<file path="config.mk">
export PLATFORM = sky130hd
export DESIGN_NAME = nfa_epsilon_closure
export DESIGN_NICKNAME = d
export VERILOG_FILES = /design/src/design/nfaec_pkg.sv /design/src/design/nfa_epsilon_closure.sv
export SDC_FILE = /design/constraint.sdc
export NUM_CORES = 2
export LEC_CHECK = 0
export BUFFER_PORTS_ARGS = -buffer_cell sky130_fd_sc_hd__clkbuf_2
export CORE_MARGIN = 2
export CORE_UTILIZATION = 40
export DETAILED_ROUTE_END_ITERATION = 6
export PLACE_DENSITY_LB_ADDON = 0.25
export REMOVE_ABC_BUFFERS = 1
export SLEW_MARGIN = 20
export SYNTH_ARGS = -nofsm -noshare
export SYNTH_HDL_FRONTEND = slang
export SYNTH_SLANG_ARGS = --single-unit
</file>
<file path="constraint.sdc">
create_clock -name clk -period 7.7 [get_ports clk]
set_clock_uncertainty 0.1 [all_clocks]
set_input_delay 0.77 -clock clk [delete_from_list [all_inputs] [get_ports clk]]
set_output_delay 0.77 -clock clk [all_outputs]
set_load 0.1 [all_outputs]
</file>
<file path="src/design/nfaec_pkg.sv">
`default_nettype none
package nfaec_pkg;

	// Automaton size and derived widths
	localparam int NUM_STATES = 32;
	localparam int STATE_W    = $clog2(NUM_STATES);
	localparam int SIZE_W     = $clog2(NUM_STATES + 1);
	localparam int SYM_W      = 8;
	localparam int CMD_W      = 2;

	// Input beat layout, lowest bit first: cmd, from_state, symbol, to_state
	localparam int IN_BITS  = CMD_W + STATE_W + SYM_W + STATE_W;
	localparam int IN_W     = ((IN_BITS + 7) / 8) * 8;
	localparam int OUT_BITS = NUM_STATES + SIZE_W;
	localparam int OUT_W    = ((OUT_BITS + 7) / 8) * 8;

	localparam int FROM_LSB = CMD_W;
	localparam int SYM_LSB  = FROM_LSB + STATE_W;
	localparam int TO_LSB   = SYM_LSB + SYM_W;

	// Epsilon symbol after reset: letter e
	localparam logic [SYM_W-1:0] EPS_RESET = SYM_W'(101);

	// Commands
	localparam logic [CMD_W-1:0] CMD_ADD   = 2'd0;
	localparam logic [CMD_W-1:0] CMD_QUERY = 2'd1;
	localparam logic [CMD_W-1:0] CMD_CLEAR = 2'd2;

	typedef logic [NUM_STATES-1:0] state_mask_t;

endpackage
`default_nettype wire

</file>
<file path="src/design/nfa_epsilon_closure.sv">
// Channel   | Dir | Beat contents (lowest bit first)
// s_axis    | in  | cmd[1:0], from_state[6:2], symbol[14:7], to_state[19:15]
// m_axis    | out | closure_mask[31:0], closure_size[37:32]
// cfg       | in  | epsilon_symbol[7:0], written when cfg_we is high
//
// Add and clear give no result beat.
// A query expands one state per cycle until the closure (1 to 32 states) is done:
// the lowest pending state is picked and its edge row merged into the set, then
// the result is handed to the output register once that register is free.
// Input is not accepted while a query is expanding; the output register holds a
// finished result until m_axis_tready, and a later query's result waits for it to drain.
// arst_n clears the edge table and the control state and resets the epsilon symbol to e.
`default_nettype none
module nfa_epsilon_closure (
	input  wire                          clk,
	input  wire                          arst_n,
	// configuration
	input  wire                          cfg_we,
	input  wire [nfaec_pkg::SYM_W-1:0]   cfg_wdata,  // epsilon_symbol
	// input stream
	input  wire                          s_axis_tvalid,
	output logic                         s_axis_tready,
	input  wire [nfaec_pkg::IN_W-1:0]    s_axis_tdata,  // cmd, from_state, symbol, to_state
	// result stream
	output logic                         m_axis_tvalid,
	input  wire                          m_axis_tready,
	output logic [nfaec_pkg::OUT_W-1:0]  m_axis_tdata   // closure_mask, closure_size
);

	localparam logic ST_IDLE   = 1'b0;
	localparam logic ST_EXPAND = 1'b1;

	logic                               state_q;
	logic [nfaec_pkg::SYM_W-1:0]        eps_sym_q;
	nfaec_pkg::state_mask_t             eps_edges_q [nfaec_pkg::NUM_STATES];
	nfaec_pkg::state_mask_t             visited_q;
	nfaec_pkg::state_mask_t             frontier_q;
	logic [nfaec_pkg::SIZE_W-1:0]       count_q;
	nfaec_pkg::state_mask_t             out_mask_q;
	logic [nfaec_pkg::SIZE_W-1:0]       out_size_q;
	logic                               out_valid_q;

	logic                               in_beat;
	logic [nfaec_pkg::CMD_W-1:0]        in_cmd;
	logic [nfaec_pkg::STATE_W-1:0]      in_from;
	logic [nfaec_pkg::SYM_W-1:0]        in_sym;
	logic [nfaec_pkg::STATE_W-1:0]      in_to;
	nfaec_pkg::state_mask_t             pick;
	nfaec_pkg::state_mask_t             row;
	logic                               out_free;
	logic                               done;

	// Field unpacking
	assign in_cmd  = s_axis_tdata[nfaec_pkg::CMD_W-1:0];
	assign in_from = s_axis_tdata[nfaec_pkg::FROM_LSB +: nfaec_pkg::STATE_W];
	assign in_sym  = s_axis_tdata[nfaec_pkg::SYM_LSB +: nfaec_pkg::SYM_W];
	assign in_to   = s_axis_tdata[nfaec_pkg::TO_LSB +: nfaec_pkg::STATE_W];

	assign s_axis_tready = (state_q == ST_IDLE);
	assign in_beat       = s_axis_tvalid && s_axis_tready;
	assign out_free      = !out_valid_q || m_axis_tready;
	assign done          = (state_q == ST_EXPAND) && (frontier_q == '0) && out_free;

	// Expansion unit: isolate lowest pending state, fetch its edge row
	always_comb begin
		pick = frontier_q & (~frontier_q + nfaec_pkg::state_mask_t'(1));
		row  = '0;
		for (int i = 0; i < nfaec_pkg::NUM_STATES; i++) begin
			if (pick[i]) begin
				row = row | eps_edges_q[i];
			end
		end
	end

	// Configuration register
	always_ff @(posedge clk or negedge arst_n) begin
		if (!arst_n) begin
			eps_sym_q <= nfaec_pkg::EPS_RESET;
		end else if (cfg_we) begin
			eps_sym_q <= cfg_wdata;
		end
	end

	// Edge table: add sets one bit when its symbol is the epsilon symbol, clear wipes all rows
	always_ff @(posedge clk or negedge arst_n) begin
		if (!arst_n) begin
			for (int i = 0; i < nfaec_pkg::NUM_STATES; i++) begin
				eps_edges_q[i] <= '0;
			end
		end else if (in_beat) begin
			if (in_cmd == nfaec_pkg::CMD_CLEAR) begin
				for (int i = 0; i < nfaec_pkg::NUM_STATES; i++) begin
					eps_edges_q[i] <= '0;
				end
			end else if (in_cmd == nfaec_pkg::CMD_ADD && in_sym == eps_sym_q) begin
				eps_edges_q[in_from][in_to] <= 1'b1;
			end
		end
	end

	// Sequencer
	always_ff @(posedge clk or negedge arst_n) begin
		if (!arst_n) begin
			state_q <= ST_IDLE;
		end else begin
			unique case (state_q)
				ST_IDLE: begin
					if (in_beat && in_cmd == nfaec_pkg::CMD_QUERY) begin
						state_q <= ST_EXPAND;
					end
				end
				ST_EXPAND: begin
					if (done) begin
						state_q <= ST_IDLE;
					end
				end
				default: state_q <= ST_IDLE;
			endcase
		end
	end

	// Closure datapath: one state expanded per cycle, count tracks expansions
	always_ff @(posedge clk) begin
		if (in_beat && in_cmd == nfaec_pkg::CMD_QUERY) begin
			visited_q  <= nfaec_pkg::state_mask_t'(1) << in_from;
			frontier_q <= nfaec_pkg::state_mask_t'(1) << in_from;
			count_q    <= '0;
		end else if (state_q == ST_EXPAND && frontier_q != '0) begin
			visited_q  <= visited_q | row;
			frontier_q <= (frontier_q & ~pick) | (row & ~visited_q);
			count_q    <= count_q + nfaec_pkg::SIZE_W'(1);
		end
	end

	// Output register
	always_ff @(posedge clk or negedge arst_n) begin
		if (!arst_n) begin
			out_valid_q <= 1'b0;
		end else if (done) begin
			out_valid_q <= 1'b1;
		end else if (m_axis_tready) begin
			out_valid_q <= 1'b0;
		end
	end

	always_ff @(posedge clk) begin
		if (done) begin
			out_mask_q <= visited_q;
			out_size_q <= count_q;
		end
	end

	assign m_axis_tvalid = out_valid_q;
	assign m_axis_tdata  = nfaec_pkg::OUT_W'({out_size_q, out_mask_q});

endmodule
`default_nettype wire
</file>
==> results.yml <==
outcome:
  status: "finished, violations left"
  violations: "design-rule violations, negative hold slack"
synthesis:
  synth_top_area_frac: 0.520
  synthArstFlopShare: 0.905
  ys_ff_latch: 1142
  synth_xor_area_frac: 0.00230
  postSynthCellCount: 5201
  synth_top_area_cell: "dfrtp_1"
  synth_top_family_by_area: "compound AO/OA/AOI/OAI gates"
  yosysWarnings: 0
  synth_area_mm2: 0.0495
  muxShareOfSynthArea: 0.00202
  synth.distinct_cells: 87
  synth_ff_type: "dfrtp_1"
  synth_compound_area_frac: 0.202
  synth-edff-count: 102
  yosys.area_share.simple: 0.166
  avgSynthCellArea_um2: 9.53
  synth.area.top_cells: "dfrtp_1 52%, a21oi_1 11%, nor2_1 9.1%"
  ys_seq_area_frac: 0.587
  synthAdderAreaFrac: 0.000253
setup_path:
  path_class: "reg2reg"
  critPathCaptureType: "flip-flop"
  critical_path_required_ps: 8050
  cp_slowest_cell: "nor4_1"
  critPathArrivalTime_ps: 5460
  worstSetupStartpointType: "flip-flop"
  slowest_delay_ps: 1020
  r2r_cells: 8
  path_max_fanout: 27
  path_buf_inv: 1
  path_cells: "or4_1 > nor4_4 > buf_4 > and2_1 > a22o_1 > nor4_1 > and4_1 > o31ai_1"
  path_depth: 8
  cp_top_family: "simple AND/OR/NAND/NOR gates"
final_layout:
  area_growth_pct: 13.0
  layout_commonest_cell: "nor2_1"
  layout-drive-gt1-share: 0.109
  nFillCells: 11752
  design_area_mm2: 0.0560
  final_cell_mix: "1139 x nor2_1, 1130 x a21oi_1, 1030 x dfrtp_1, 201 x nand2_1, 165 x buf_4"
  finalNetCount: 5120
floorplan:
  pin_count: 79
  rows: 129
  die_h_um: 356
  coreArea_mm2: 0.123
  initial_core_util: 0.402
  die_area_mm2: 0.127
  die_x_um: 356
power:
  power_leakage_nw: 26.2
  totalPowerFinal_mw: 16.3
  p_switching_mw: 5.70
  pwr_density_cell_mw_per_mm2: 291
  pwr-share-comb: 0.217
  seqPwrFrac: 0.418
  power.share.switching: 0.350
  internal_power_mw: 10.6
  power_frac_clock: 0.366
  peakVddDrop_mv: 0.180
sta:
  final_hold_viol_count: 2
  timing.setup.tns_ps: 0
  worst_pin_slew_ps: 1360
  relSlewSlack: 0.0934
  setup_violations: 0
  fmax_ghz: 0.196
  final-max-slew-violation-count: 0
  grt_setup_unrepaired: "false"
  period_share: 0.664
  period_needed_ps: 5110
  fin_hold_ws_ps: -14.1
clocking:
  htree_levels: 3
  cts_buffers: 120
  clk_pin_slew_ps: 60
  insertion_delay_ps: 730
  cts.path.max_buffers: 3
  tritoncts: "yes"
  clkSinkCount: 1142
  cts-resized-gates: 0
  ctsHoldBuffers: 0
  root_buffer: "clkbuf_16"
  post_cts_buffers: 0
route:
  remaining_drc_errors: 1
  drtIter0Drc: 6591
  dr_wl_met3_mm: 21.4
  vias_per_cell: 6.27
  wl_per_cell_um: 28.3
  antenna_left: 0
  vias: 42803
  top_layer_used: "met5"
  firstDrtPassIters: 7
  met1_length_mm: 77.7
  wl_mm: 193
  wl_met2_mm: 82.1
placement:
  gp_congestion: 0.939
  dp_hpwl_mm: 116
  io_buffer_count: 72
  place_area_mm2: 0.0519
grt:
  grt_pass1_vias: 40218
  grt_max_degree: 219
  grt_overflow_total: 0
  grt_pass1_wl_mm: 282
  grt_antenna_before_repair: 6
  grt_usage: 0.301
min_path:
  hp-class: "in2async"
flow_run:
  maxCapViolations: 0
sequential cells by signal, summed over array words and instances, names as in the netlist:
register / cells
eps_edges_q: 1024
count_q: 6
out_size_q: 6
m_axis_tvalid: 1
eps_sym_q: 8
state_q: 1
visited_q: 32
frontier_q: 32
out_mask_q: 32
metal layers:
layer	track usage	vias up
li1	-	18199
met1	0.420	21530
met2	0.438	2583
met3	0.0676	489
met4	0.158	2
met5	0	-
cell type report:
class | instances | area [µm²] | area share
clock buffers | 181 | 3570 | 0.0639
flip-flops and latches | 1142 | 29100 | 0.519
diodes | 5 | 12.5 | 0.000224
well taps | 1637 | 2050 | 0.0366
multi-input cells | 3553 | 19000 | 0.339
clock inverters | 41 | 450 | 0.00805
repair buffers | 247 | 1790 | 0.0319
inverters | 18 | 67.6 | 0.00121
kinds of logic (layout without fill, tap and decap cells):
kind of cell    count (synthesis)  count (layout)
simple gates                 1851            1851
compound gates               1677            1677
flops                        1142            1142
buf+inv                       507             487
xor+xnor                       13              13
mux                             9               9
fa+ha+maj                       1               1
other cells                     1               7
power by group through the flow:
stage | sequential [mW] | clock (mW) | combinational, mW
finish | 6.80 | 5.96 | 3.53
global route | 6.79 | 6.25 | 3.59
CTS | 6.77 | 6.00 | 3.37
detailed placement | 6.87 | 0 | 3.36
global placement | 6.87 | 0 | 3.34
floorplan | 6.80 | 0 | 1.30
metrics by stage:
stage          std cells  hold WS (ps)  utilization  setup WS [ps]
2_1_floorplan       4713           328            -         -11200
3_3_place_gp        6595           337        0.421           2810
3_5_place_dp        6596           336        0.421           2810
4_1_cts             6818          19.6        0.454           2720
5_1_grt             6819          39.9        0.454           2610
6_report            6824         -14.1        0.454           2590
final timing paths:
| path | start | to | slack, ps |
|---|---|---|---|
| setup / recovery | frontier_q[1] | frontier_q[1] | 2590 |
| setup reg to reg | frontier_q[1] | frontier_q[1] | 2590 |
| hold / removal | arst_n | eps_edges_q[939] | -10 |
| hold reg to reg | count_q[5] | out_size_q[5] | 350 |
| min in group clk | cfg_wdata[5] | eps_sym_q[5] | 190 |
| max in group asynchronous | arst_n | eps_edges_q[343] | 5540 |
cell usage after synthesis (all sizes together), types with 12 or more instances:
| cell | instances |
|---|---|
| a22oi | 110 |
| buf | 60 |
| a221o | 16 |
| and3 | 41 |
| inv | 18 |
| nand2b | 12 |
| nor3 | 40 |
| a31oi | 29 |
| nor2b | 13 |
| a221oi | 36 |
| nand2 | 202 |
| a2111oi | 15 |
| a211oi | 16 |
| and4 | 22 |
| and2 | 18 |
| edfxtp | 102 |
| dfrtp | 1030 |
| clkbuf | 429 |
| a22o | 73 |
| or4 | 21 |
| nor2 | 1204 |
| nor4 | 43 |
| nand3b | 34 |
| o21ai | 62 |
| o31ai | 16 |
| nand3 | 73 |
| a32oi | 20 |
| nand4 | 74 |
| a222oi | 43 |
| a21oi | 1130 |
Note: power is estimated with default switching activity, not from simulation.
